File: config.mk
export PLATFORM = sky130hd
export DESIGN_NAME = partition_fit_allocator_unit
export DESIGN_NICKNAME = d
export VERILOG_FILES = /design/src/hw/rtl/pfa_pkg.sv /design/src/hw/rtl/partition_fit_allocator_unit.sv /design/src/hw/rtl/pfa_ram.sv /design/src/hw/rtl/pfa_ctrl.sv
export SDC_FILE = /design/constraint.sdc
export NUM_CORES = 1
export LEC_CHECK = 0
export BUFFER_PORTS_ARGS = -buffer_cell sky130_fd_sc_hd__clkbuf_2
export CORE_ASPECT_RATIO = 0.8
export CORE_MARGIN = 5
export CORE_UTILIZATION = 55
export CTS_CLUSTER_DIAMETER = 60
export DETAILED_ROUTE_END_ITERATION = 7
export PLACE_DENSITY = 0.72
export REMOVE_ABC_BUFFERS = 1
export SETUP_SLACK_MARGIN = 0.15
export SLEW_MARGIN = 40
export SYNTH_ARGS = -nofsm -noshare
export SYNTH_HDL_FRONTEND = slang
export SYNTH_SLANG_ARGS = --single-unit
File: constraint.sdc
create_clock -name clock -period 5 [get_ports clock]
set_input_delay 1 -clock clock [delete_from_list [all_inputs] [get_ports clock]]
set_output_delay 1 -clock clock [all_outputs]
set_load 0.03 [all_outputs]
File: src/hw/rtl/pfa_pkg.sv
// Shared types and constants of the partition fit allocator.
`default_nettype none

package pfa_pkg;

   localparam int INDEX_BITS      = 4;
   localparam int SIZE_FIELD_BITS = 16;
   localparam int FIT_MODE_BITS   = 2;
   localparam int PART_COUNT_BITS = 5;
   localparam int CSR_INDEX_BITS  = 2;
   localparam int CSR_DATA_BITS   = 5;

   localparam logic KIND_LOAD  = 1'b0;
   localparam logic KIND_ALLOC = 1'b1;

   localparam logic [FIT_MODE_BITS-1:0] FIT_FIRST = 2'd0;
   localparam logic [FIT_MODE_BITS-1:0] FIT_BEST  = 2'd1;
   localparam logic [FIT_MODE_BITS-1:0] FIT_WORST = 2'd2;

   localparam logic [CSR_INDEX_BITS-1:0] CSR_FIT_MODE   = 2'd0;
   localparam logic [CSR_INDEX_BITS-1:0] CSR_PART_COUNT = 2'd1;

   typedef struct packed {
      logic                       kind;
      logic [INDEX_BITS-1:0]      part_index;
      logic [SIZE_FIELD_BITS-1:0] size;
   } req_type;

   typedef struct packed {
      logic                       granted;
      logic [INDEX_BITS-1:0]      chosen_part;
      logic [SIZE_FIELD_BITS-1:0] left_size;
   } rsp_type;

   typedef struct packed {
      logic [FIT_MODE_BITS-1:0]   fit_mode;
      logic [PART_COUNT_BITS-1:0] part_count;
   } cfg_type;

endpackage

`default_nettype wire

File: src/hw/rtl/partition_fit_allocator_unit.sv
// Top level of the partition fit allocator: configuration registers and the request sequencer.
`default_nettype none

// A load request writes one partition's free size; back-to-back loads are accepted every
// cycle. An allocation request scans the active partitions through the single read port of
// the size table, one entry per cycle, and the block takes no new request until its result
// is written to the output register; first fit stops at the first partition that fits. The
// table is cleared by reset through one valid bit per entry, so no clearing pass is needed.
// A finished result waits in an output register while the next request is accepted.
module partition_fit_allocator_unit #(
   parameter int NUM_PARTS = 16,
   parameter int SIZE_BITS = 16
) (
   input  wire logic                                  clock,
   input  wire logic                                  reset,
   input  wire logic                                  csr_write_en,
   input  wire logic [pfa_pkg::CSR_INDEX_BITS-1:0]    csr_index,
   input  wire logic [pfa_pkg::CSR_DATA_BITS-1:0]     csr_wdata,
   input  wire logic                                  req_valid,
   output      logic                                  req_ready,
   input  wire pfa_pkg::req_type                      req,
   output      logic                                  rsp_valid,
   input  wire logic                                  rsp_ready,
   output      pfa_pkg::rsp_type                      rsp
);

   pfa_pkg::cfg_type cfg_ff, cfg_in;

   always_comb begin
      cfg_in = cfg_ff;
      if (csr_write_en) begin
         case (csr_index)
            pfa_pkg::CSR_FIT_MODE: begin
               cfg_in.fit_mode = csr_wdata[pfa_pkg::FIT_MODE_BITS-1:0];
            end
            pfa_pkg::CSR_PART_COUNT: begin
               cfg_in.part_count = csr_wdata[pfa_pkg::PART_COUNT_BITS-1:0];
            end
            default: begin
            end
         endcase
      end
   end

   always_ff @(posedge clock) begin
      if (reset) begin
         cfg_ff <= '0;
      end else begin
         cfg_ff <= cfg_in;
      end
   end

   pfa_ctrl #(
      .NUM_PARTS (NUM_PARTS),
      .SIZE_BITS (SIZE_BITS)
   ) u_ctrl (
      .clock     (clock),
      .reset     (reset),
      .cfg       (cfg_ff),
      .req_valid (req_valid),
      .req_ready (req_ready),
      .req       (req),
      .rsp_valid (rsp_valid),
      .rsp_ready (rsp_ready),
      .rsp       (rsp)
   );

endmodule

`default_nettype wire

File: src/hw/rtl/pfa_ram.sv
// Generic single write port, single read port RAM with registered read data.
`default_nettype none

module pfa_ram #(
   parameter int WIDTH = 16,
   parameter int DEPTH = 16
) (
   input  wire logic                     clock,
   input  wire logic                     write_en,
   input  wire logic [$clog2(DEPTH)-1:0] write_addr,
   input  wire logic [WIDTH-1:0]         write_data,
   input  wire logic [$clog2(DEPTH)-1:0] read_addr,
   output      logic [WIDTH-1:0]         read_data
);

   logic [WIDTH-1:0] mem_ff [DEPTH];
   logic [WIDTH-1:0] read_data_ff;

   always_ff @(posedge clock) begin
      if (write_en) begin
         mem_ff[write_addr] <= write_data;
      end
      read_data_ff <= mem_ff[read_addr];
   end

   assign read_data = read_data_ff;

endmodule

`default_nettype wire

File: src/hw/rtl/pfa_ctrl.sv
// Request sequencer: loads the size table, scans it one entry per cycle and writes back.
`default_nettype none

module pfa_ctrl #(
   parameter int NUM_PARTS = 16,
   parameter int SIZE_BITS = 16
) (
   input  wire logic             clock,
   input  wire logic             reset,
   input  wire pfa_pkg::cfg_type cfg,
   input  wire logic             req_valid,
   output      logic             req_ready,
   input  wire pfa_pkg::req_type req,
   output      logic             rsp_valid,
   input  wire logic             rsp_ready,
   output      pfa_pkg::rsp_type rsp
);

   localparam int IW   = $clog2(NUM_PARTS);
   localparam int CW   = IW + 1;
   localparam int CMPW = (CW > pfa_pkg::PART_COUNT_BITS) ? CW : pfa_pkg::PART_COUNT_BITS;

   typedef enum logic [1:0] {
      ST_IDLE,
      ST_SCAN,
      ST_FINISH
   } state_type;

   state_type                            state_ff, state_in;
   logic [CW-1:0]                        rd_idx_ff, rd_idx_in;
   logic [IW-1:0]                        cmp_idx_ff, cmp_idx_in;
   logic                                 cmp_live_ff, cmp_live_in;
   logic                                 vld_rd_ff, vld_rd_in;
   logic [CW-1:0]                        n_ff, n_in;
   logic [SIZE_BITS-1:0]                 req_size_ff, req_size_in;
   logic [pfa_pkg::FIT_MODE_BITS-1:0]    mode_ff, mode_in;
   logic                                 found_ff, found_in;
   logic [IW-1:0]                        pick_ff, pick_in;
   logic [SIZE_BITS-1:0]                 best_ff, best_in;
   logic [NUM_PARTS-1:0]                 valid_ff, valid_in;
   logic                                 rsp_valid_ff, rsp_valid_in;
   pfa_pkg::rsp_type                     rsp_data_ff, rsp_data_in;

   logic                 mem_we;
   logic [IW-1:0]        mem_waddr;
   logic [SIZE_BITS-1:0] mem_wdata;
   logic [IW-1:0]        mem_raddr;
   logic [SIZE_BITS-1:0] mem_rdata;

   logic                 out_free;
   logic                 req_take;
   logic [CMPW-1:0]      idx_ext;
   logic [CMPW-1:0]      count_ext;
   logic [CMPW-1:0]      active;
   logic                 load_ok;
   logic [SIZE_BITS-1:0] room;
   logic                 fits;
   logic                 better;
   logic                 multi;
   logic                 last;
   logic                 issue;
   logic [SIZE_BITS-1:0] left;

   pfa_ram #(
      .WIDTH (SIZE_BITS),
      .DEPTH (NUM_PARTS)
   ) u_table (
      .clock      (clock),
      .write_en   (mem_we),
      .write_addr (mem_waddr),
      .write_data (mem_wdata),
      .read_addr  (mem_raddr),
      .read_data  (mem_rdata)
   );

   always_comb begin
      out_free  = !rsp_valid_ff || rsp_ready;
      req_ready = (state_ff == ST_IDLE);
      req_take  = req_valid && req_ready;
      idx_ext   = CMPW'(req.part_index);
      count_ext = CMPW'(cfg.part_count);
      load_ok   = idx_ext < CMPW'(NUM_PARTS);
      active    = (count_ext > CMPW'(NUM_PARTS)) ? CMPW'(NUM_PARTS) : count_ext;
      room      = vld_rd_ff ? mem_rdata : '0;
      fits      = room >= req_size_ff;
      multi     = (mode_ff == pfa_pkg::FIT_BEST) || (mode_ff == pfa_pkg::FIT_WORST);
      better    = !found_ff
                  || ((mode_ff == pfa_pkg::FIT_BEST) && (room < best_ff))
                  || ((mode_ff == pfa_pkg::FIT_WORST) && (room > best_ff));
      last      = cmp_live_ff
                  && ((CW'(cmp_idx_ff) == (n_ff - CW'(1))) || (fits && !multi));
      issue     = (state_ff == ST_SCAN) && (rd_idx_ff < n_ff);
      left      = best_ff - req_size_ff;
      mem_raddr = rd_idx_ff[IW-1:0];
      mem_we    = (req_take && (req.kind == pfa_pkg::KIND_LOAD) && load_ok)
                  || ((state_ff == ST_FINISH) && out_free && found_ff);
      mem_waddr = (state_ff == ST_FINISH) ? pick_ff : IW'(req.part_index);
      mem_wdata = (state_ff == ST_FINISH) ? left : SIZE_BITS'(req.size);
   end

   always_comb begin
      state_in     = state_ff;
      rd_idx_in    = rd_idx_ff;
      cmp_idx_in   = cmp_idx_ff;
      cmp_live_in  = cmp_live_ff;
      vld_rd_in    = vld_rd_ff;
      n_in         = n_ff;
      req_size_in  = req_size_ff;
      mode_in      = mode_ff;
      found_in     = found_ff;
      pick_in      = pick_ff;
      best_in      = best_ff;
      valid_in     = valid_ff;
      rsp_valid_in = rsp_valid_ff;
      rsp_data_in  = rsp_data_ff;

      if (rsp_valid_ff && rsp_ready) begin
         rsp_valid_in = 1'b0;
      end
      if (mem_we) begin
         valid_in[mem_waddr] = 1'b1;
      end

      case (state_ff)
         ST_IDLE: begin
            if (req_take && (req.kind == pfa_pkg::KIND_ALLOC)) begin
               req_size_in = SIZE_BITS'(req.size);
               mode_in     = cfg.fit_mode;
               n_in        = CW'(active);
               found_in    = 1'b0;
               pick_in     = '0;
               best_in     = '0;
               rd_idx_in   = '0;
               cmp_live_in = 1'b0;
               state_in    = (active == '0) ? ST_FINISH : ST_SCAN;
            end
         end
         ST_SCAN: begin
            cmp_live_in = issue;
            if (issue) begin
               rd_idx_in  = rd_idx_ff + CW'(1);
               cmp_idx_in = rd_idx_ff[IW-1:0];
               vld_rd_in  = valid_ff[rd_idx_ff[IW-1:0]];
            end
            if (cmp_live_ff && fits && better) begin
               found_in = 1'b1;
               pick_in  = cmp_idx_ff;
               best_in  = room;
            end
            if (last) begin
               cmp_live_in = 1'b0;
               state_in    = ST_FINISH;
            end
         end
         ST_FINISH: begin
            if (out_free) begin
               rsp_valid_in = 1'b1;
               if (found_ff) begin
                  rsp_data_in.granted     = 1'b1;
                  rsp_data_in.chosen_part = pfa_pkg::INDEX_BITS'(pick_ff);
                  rsp_data_in.left_size   = pfa_pkg::SIZE_FIELD_BITS'(left);
               end else begin
                  rsp_data_in = '0;
               end
               state_in = ST_IDLE;
            end
         end
         default: begin
            state_in = ST_IDLE;
         end
      endcase
   end

   always_ff @(posedge clock) begin
      if (reset) begin
         state_ff     <= ST_IDLE;
         cmp_live_ff  <= 1'b0;
         valid_ff     <= '0;
         rsp_valid_ff <= 1'b0;
      end else begin
         state_ff     <= state_in;
         rd_idx_ff    <= rd_idx_in;
         cmp_idx_ff   <= cmp_idx_in;
         cmp_live_ff  <= cmp_live_in;
         vld_rd_ff    <= vld_rd_in;
         n_ff         <= n_in;
         req_size_ff  <= req_size_in;
         mode_ff      <= mode_in;
         found_ff     <= found_in;
         pick_ff      <= pick_in;
         best_ff      <= best_in;
         valid_ff     <= valid_in;
         rsp_valid_ff <= rsp_valid_in;
         rsp_data_ff  <= rsp_data_in;
      end
   end

   assign rsp_valid = rsp_valid_ff;
   assign rsp       = rsp_data_ff;

   a_no_write_in_scan: assert property (@(posedge clock) disable iff (reset)
      (state_ff == ST_SCAN) |-> !mem_we)
      else $error("Table written during a scan.");

   a_compare_in_range: assert property (@(posedge clock) disable iff (reset)
      cmp_live_ff |-> (CW'(cmp_idx_ff) < n_ff))
      else $error("Compared entry lies beyond the active partitions.");

   a_grant_fits: assert property (@(posedge clock) disable iff (reset)
      ((state_ff == ST_FINISH) && found_ff) |-> ((best_ff >= req_size_ff)
                                                && (CW'(pick_ff) < n_ff)))
      else $error("Chosen partition cannot hold the request.");

   a_refusal_clean: assert property (@(posedge clock) disable iff (reset)
      (rsp_valid_ff && !rsp_data_ff.granted) |-> ((rsp_data_ff.chosen_part == '0)
                                                 && (rsp_data_ff.left_size == '0)))
      else $error("Refused request carries a partition or size.");

endmodule

`default_nettype wire

==> results of run 1 <==
metrics by stage:
step | hold slack (ns) | power (W) | setup WS [ns] | util (%) | area (um2)
2_1_floorplan | 0.408 | 0.00380 | 0.796 | - | 15600
3_3_place_gp | 0.420 | 0.00394 | 1.73 | 59.0 | 16700
3_5_place_dp | 0.431 | 0.00395 | 1.68 | 59.1 | 16700
4_1_cts | 0.447 | 0.00659 | 1.65 | 63.2 | 17900
5_1_grt | 0.459 | 0.00678 | 1.46 | 63.2 | 17900
6_report | 0.446 | 0.00655 | 1.61 | 63.2 | 17900
metal layers:
layer  vias up  track usage, %  share of wire (%)  wire length [um]
met5         -               0                  0                 0
met1      4374            33.8                 44             15300
met4         0            5.68                2.0               708
met3        50            4.15                7.2              2520
met2       333            34.2                 47             16600
li1       3877               -                  -                 -
critical path, cell delays in order (launching register included):
cell and delay (ns):
edfxtp_1 0.67, and2_1 0.29, ha_1 0.30, nand4_1 0.20, or4_1 0.62, a21oi_1 0.16, a221o_1 0.21, o21ai_0 0.11
a21oi_2 0.16, buf_4 0.32
kinds of logic after synthesis:
logic type               count (synthesis)  share of synthesized area (%)
AO/OA/AOI/OAI                          100                           4.09
XOR/XNOR                                24                           1.33
adder cells (fa/ha/maj)                 53                           4.22
buffers and inverters                   82                           2.03
flip-flops                             374                           68.4
multiplexers                            93                           12.6
AND/OR/NAND/NOR                        230                           7.25
power groups by stage:
stage	clock (W)	sequential, W	combinational, W
floorplan	0	0.00358	0.000213
global placement	0	0.00357	0.000371
detailed placement	0	0.00357	0.000381
CTS	0.00270	0.00350	0.000384
global route	0.00285	0.00350	0.000418
finish	0.00267	0.00350	0.000382
cell type report:
type | count | area [um2] | area share (%)
clock inverters | 23 | 198 | 1.11
repair buffers | 91 | 562 | 3.14
inverters | 45 | 169 | 0.945
flip-flops and latches | 374 | 10800 | 60.4
well taps | 370 | 463 | 2.59
multi-input cells | 500 | 4730 | 26.4
clock buffers | 42 | 966 | 5.40
Yosys cell counts (all sizes together) (15+ instances only):
cell type	n	share of area, %
nor2	89	2.1
o21ai	32	1.0
mux4	85	12
edfxtp	331	63
and2	38	1.5
nand2	33	0.78
ha	50	4.0
a21o	15	0.71
dfxtp	43	5.5
inv	45	1.1
a21oi	15	0.48
clkbuf	25	0.59
state kept, by name, summed over array words and instances, names as in the netlist, 2 cells and up:
register / flops
cfg_ff: 7
u_ctrl.cmp_idx_ff: 4
u_ctrl.state_ff: 2
u_ctrl.pick_ff: 4
u_ctrl.rsp: 21
u_ctrl.u_table.read_data: 16
u_ctrl.u_table.mem_ff: 256
u_ctrl.rd_idx_ff: 5
u_ctrl.req_size_ff: 16
u_ctrl.best_ff: 16
u_ctrl.mode_ff: 2
u_ctrl.valid_ff: 16
u_ctrl.n_ff: 5
how the worst max path moves through the flow:
| stage | start | end | slack [ns] | depth (start not counted) |
|---|---|---|---|---|
| final | u_ctrl.vld_rd_ff | u_ctrl.best_ff[13] | 1.61 | 9 |
| after CTS | u_ctrl.vld_rd_ff | u_ctrl.best_ff[2] | 1.65 | 9 |
| after global placement | req[20] | u_ctrl.valid_ff[1] | 1.73 | 9 |
| after floorplan | u_ctrl.rd_idx_ff[0] | u_ctrl.vld_rd_ff | 0.80 | 2 |
| after global routing | u_ctrl.vld_rd_ff | u_ctrl.best_ff[15] | 1.46 | 9 |
| after detailed placement | u_ctrl.vld_rd_ff | u_ctrl.best_ff[13] | 1.68 | 9 |
==> reports/qor.yml, run 1 <==
layout:
  antennaDiodeCount: 0
  final_layout_size_suffix_gt1_share_pct: 23.7
  final_common_cell: "edfxtp_1"
  nFillCells: 1958
  final_cell_mix: "edfxtp_1, mux4_2, nor2_1, clkbuf_2, ha_1"
  layout.nets: 1132
  area_delta_synth_final_pct: 13.3
  layout.cells.non_filler: 1445
hold_path:
  min-delay-start: "cfg_ff[6]"
  min_to: "u_ctrl.mode_ff[1]"
  hold_class: "reg -> reg"
  holdPathStages: 0
yosys:
  syn_inst: 956
  synth_seq_area_share_pct: 68.4
  async_flop_share_pct: 0
  yosysWarnings: 0
  yosys_most_used_dff: "edfxtp_1"
  synth-edff-count: 331
  synth_area_um2: 15800
  synth_cell_types: 49
  synth.ff_latch_count: 374
  postSynthAreaPerCell_um2: 16.5
timing:
  tns_ns: 0
  slew_violations: 0
  rsz0062_at_grt: "false"
  fin_crit_sh_pct: 67.7
  slew_headroom_pct: 45.6
  worstMarginPinSlew_ns: 0.816
  max_freq_mhz: 295
  setup_violations: 0
  fin_skew_ns: 0.0187
  layout_min_cycle_time_ns: 3.39
  finalHoldViolCount: 0
cts:
  cts_inserted_buffers: 36
  root_buffer: "clkbuf_16"
  cts_max_path_buffers: 3
  clkTransAtPathRegs_ns: 0.07
  clk_latency_ns: 0.53
  cts_sinks: 374
  holdBufCountCts: 0
  cts_tree: "done"
  post-cts-setup-buffers: 0
  cts_max_level: 2
  ctsResizeCount: 0
floorplan:
  dieArea_um2: 32200
  initial_core_util_pct: 55.8
  core-area_um2: 28300
  pin_count: 56
  die_x_um: 199
  die_h_um: 162
  rows: 55
place:
  hpwl_um: 22700
  dp_cells: 1380
  portBuffers: 55
  gp_congestion: 0.847
global_routing:
  grt_usage_pct: 22.3
  grt_max_degree: 73
  antenna_found_initial: 0
  gr-total-overflow: 0
  grt_pass1_vias: 8736
  grt_pass1_wl_um: 53600
drt:
  ant_nets: 0
  remaining_drc_errors: 0
  viasPerCell: 5.98
  drtIter0Drc: 1033
  num_vias: 8634
  drt_wl_total_um: 35100
  first_pass_iters: 5
  wl_per_cell_um: 24.3
status:
  status: "finished, final reports clean"
pwr:
  switching_power_w: 0.00143
  ir_drop_mv: 0.369
  clkPwrFrac_pct: 40.7
  p_leak_nw: 6.42
  p_int_w: 0.00512
  comb_power_share_pct: 5.8
  sequentialPowerShare_pct: 53.5
  p_per_area_nw_per_um2: 366
  swShare_pct: 21.8
critical_path:
  r2r_cells: 9
  path_class: "reg -> reg"
  end_kind: "flip-flop"
  cp_max_fo: 21
  cp.required_ns: 5.19
  arrival_ns: 3.58
  start_kind: "flip-flop"
  timing.rr.end: "u_ctrl.best_ff[13]"
  regToRegSetupSlack_ns: 1.61
  r2r-start: "u_ctrl.vld_rd_ff"
run:
  cap_violations: 0
(Power assumes the default switching activity.)
==> run 2: changes to the inputs <==
clock period = 3.3 ns   (was 5 ns; I/O delays follow)
==> reports/qor.yml, run 2 (synthesis gave the netlist of run 1 again) <==
global_routing:
  use_met2_pct: 34.2  # about the same
  met3_usage_pct: 4.53  # +0.38 points
  grt_util_met1_pct: 33.1  # -0.74 points
  antenna_found_initial: 0  # unchanged
  top_usage_layer: "met2"
  gr-total-overflow: 0  # unchanged
  grt_pass1_wl_um: 53000  # -1.2%
  grt_max_degree: 73  # unchanged
  grt_pass1_vias: 8673  # -0.72%
  grt_usage_pct: 22.0  # -0.37 points
floorplan:
  pin_count: 56  # unchanged
  dieArea_um2: 32200  # unchanged
  rows: 55  # unchanged
  die_h_um: 162  # unchanged
  die_x_um: 199  # unchanged
  core-area_um2: 28300  # unchanged
  initial_core_util_pct: 55.8  # unchanged
cts:
  root_buffer: "clkbuf_16"
  clk_latency_ns: 0.52  # about the same
  clkTransAtPathRegs_ns: 0.06  # about the same
  cts_tree: "done"
  cts_sinks: 374  # unchanged
  cts_inserted_buffers: 36  # unchanged
  cts_max_path_buffers: 3  # unchanged
  cts_max_level: 2  # unchanged
layout:
  layout.nets: 1145  # +1.1%
  regMostFlops: "u_ctrl.u_table.mem_ff"
  area_delta_synth_final_pct: 13.9
  finish.utilization_pct: 63.6  # +0.33 points
  final_cell_mix: "edfxtp_1, mux4_2, nor2_1, clkbuf_2, ha_1"
  largest_reg_flops: 256  # unchanged
  nFillCells: 2021  # +3.2%
  layout.cells.non_filler: 1459  # +0.97%
  final_common_cell: "edfxtp_1"
  antennaDiodeCount: 0  # unchanged
  final_layout_size_suffix_gt1_share_pct: 23.7  # -0.029 points
timing:
  worstMarginPinSlew_ns: 0.802  # -0.0147 ns
  fin_skew_ns: 0.0223  # +0.00353 ns
  layout_min_cycle_time_ns: 3.00  # -0.383 ns
  max_freq_mhz: 333  # +13%
  fin_crit_sh_pct: 91.0  # +23 points
  slew_headroom_pct: 46.0  # +0.42 points
  finalHoldViolCount: 0  # unchanged
  rsz0062_at_grt: "true"
  slew_violations: 0  # unchanged
  setup_violations: 0  # unchanged
critical_path:
  arrival_ns: 3.20  # -0.38 ns
  end_kind: "flip-flop"
  r2r_cells: 10  # +1
  max_stage_delay_ns: 0.58  # -0.09 ns
  cp_cell_sequence: "buf_4 -> and2_1 -> ha_1 -> nand4_1 -> or4_1 -> a21oi_1 -> a221o_1 -> o21ai_0 -> a21oi_2 -> buf_6"
  cp.required_ns: 3.50  # -1.69 ns
  crit_slowest_cell: "or4_1"
  cp_max_fo: 13  # -38%
  start_kind: "flip-flop"
  path_class: "reg -> reg"
drt:
  drtIter0Drc: 787  # -24%
  first_pass_iters: 5  # unchanged
  num_vias: 8654  # +0.23%
  drt_wl_total_um: 35000  # -0.22%
  viasPerCell: 5.93  # -0.73%
  wl_per_cell_um: 24.0  # -1.2%
  ant_nets: 0  # unchanged
  remaining_drc_errors: 0  # unchanged
place:
  dp_cells: 1391  # +0.80%
  portBuffers: 55  # unchanged
  gp_congestion: 0.860  # +1.5%
  hpwl_um: 22100  # -2.6%
run:
  cap_violations: 0  # unchanged
pwr:
  p_leak_nw: 6.50  # +1.2%
  power_w: 0.00995  # +52%
  ir_drop_mv: 0.393  # +6.5%
  p_per_area_nw_per_um2: 553  # +51%
hold_path:
  holdPathStages: 1  # +1
  hold_class: "in -> reg"
status:
  status: "finished, final reports clean"
[run 2: cell count changes in the layout (fill, tap and decap cells not counted), moves of 2 or more]
cell        previous run  this run
clkinvlp_4             6         1
o21ai_2                2         0
clkbuf_1               4        11
o21ai_0               28        31
buf_4                 34        45
[run 2: layer usage]
layer | share of wire [%] | vias to the layer above
li1 | - | 3901
met1 | 44 | 4397
met2 | 47 | 314
met3 | 7.7 | 42
met4 | 1.5 | 0
met5 | 0 | -
[run 2: area by class of cell]
class	count	area, um2	area share (%)
multi-input combinational	500	4710	26.2
timing repair buffer	104	669	3.72
clock buffer	49	992	5.52
tap	370	463	2.58
clock inverter	17	176	0.981
inverter	45	169	0.940
sequential	374	10800	60.1
[run 2: repair_timing]
action | in CTS | in global routing
setup buffers | 0 | 2
gates resized for setup | 0 | 1
hold buffers | 0 | 0
setup endpoints to repair | 0 | 23
[run 2: metrics by stage]
stage	instance area, um2	hold WS, ns	worst slack [ns]	setup TNS [ns]
floorplan	15600	0.408	-0.904	-25.53
global placement	16800	0.413	0.302	0
detailed placement	16800	0.430	0.282	0
CTS	18000	0.336	0.229	0
global route	18000	0.339	0.0938	0
finish	18000	0.350	0.297	0
[run 2: power breakdown]
group | leakage [nW] | switching (W) | internal (W)
Sequential | 3.36 | 0.0000423 | 0.00527
Combinational | 2.57 | 0.000359 | 0.000223
Clock | 0.569 | 0.00169 | 0.00236
[run 2: final timing paths]
check	startpoint	to	slack [ns]
setup / recovery	u_ctrl.vld_rd_ff	u_ctrl.best_ff[6]	0.30
hold / removal	req[15]	u_ctrl.req_size_ff[15]	0.35
setup reg to reg	u_ctrl.vld_rd_ff	u_ctrl.best_ff[6]	0.30
hold reg to reg	cfg_ff[5]	u_ctrl.mode_ff[0]	0.44
[run 2: critical path, delay by kind of cell (launching register included)]
kind | cells | cell delay, ns
compound gates | 4 | 0.63
fa+ha+maj | 1 | 0.31
buf+inv | 2 | 0.39
flops | 1 | 0.40
simple gates | 3 | 0.96
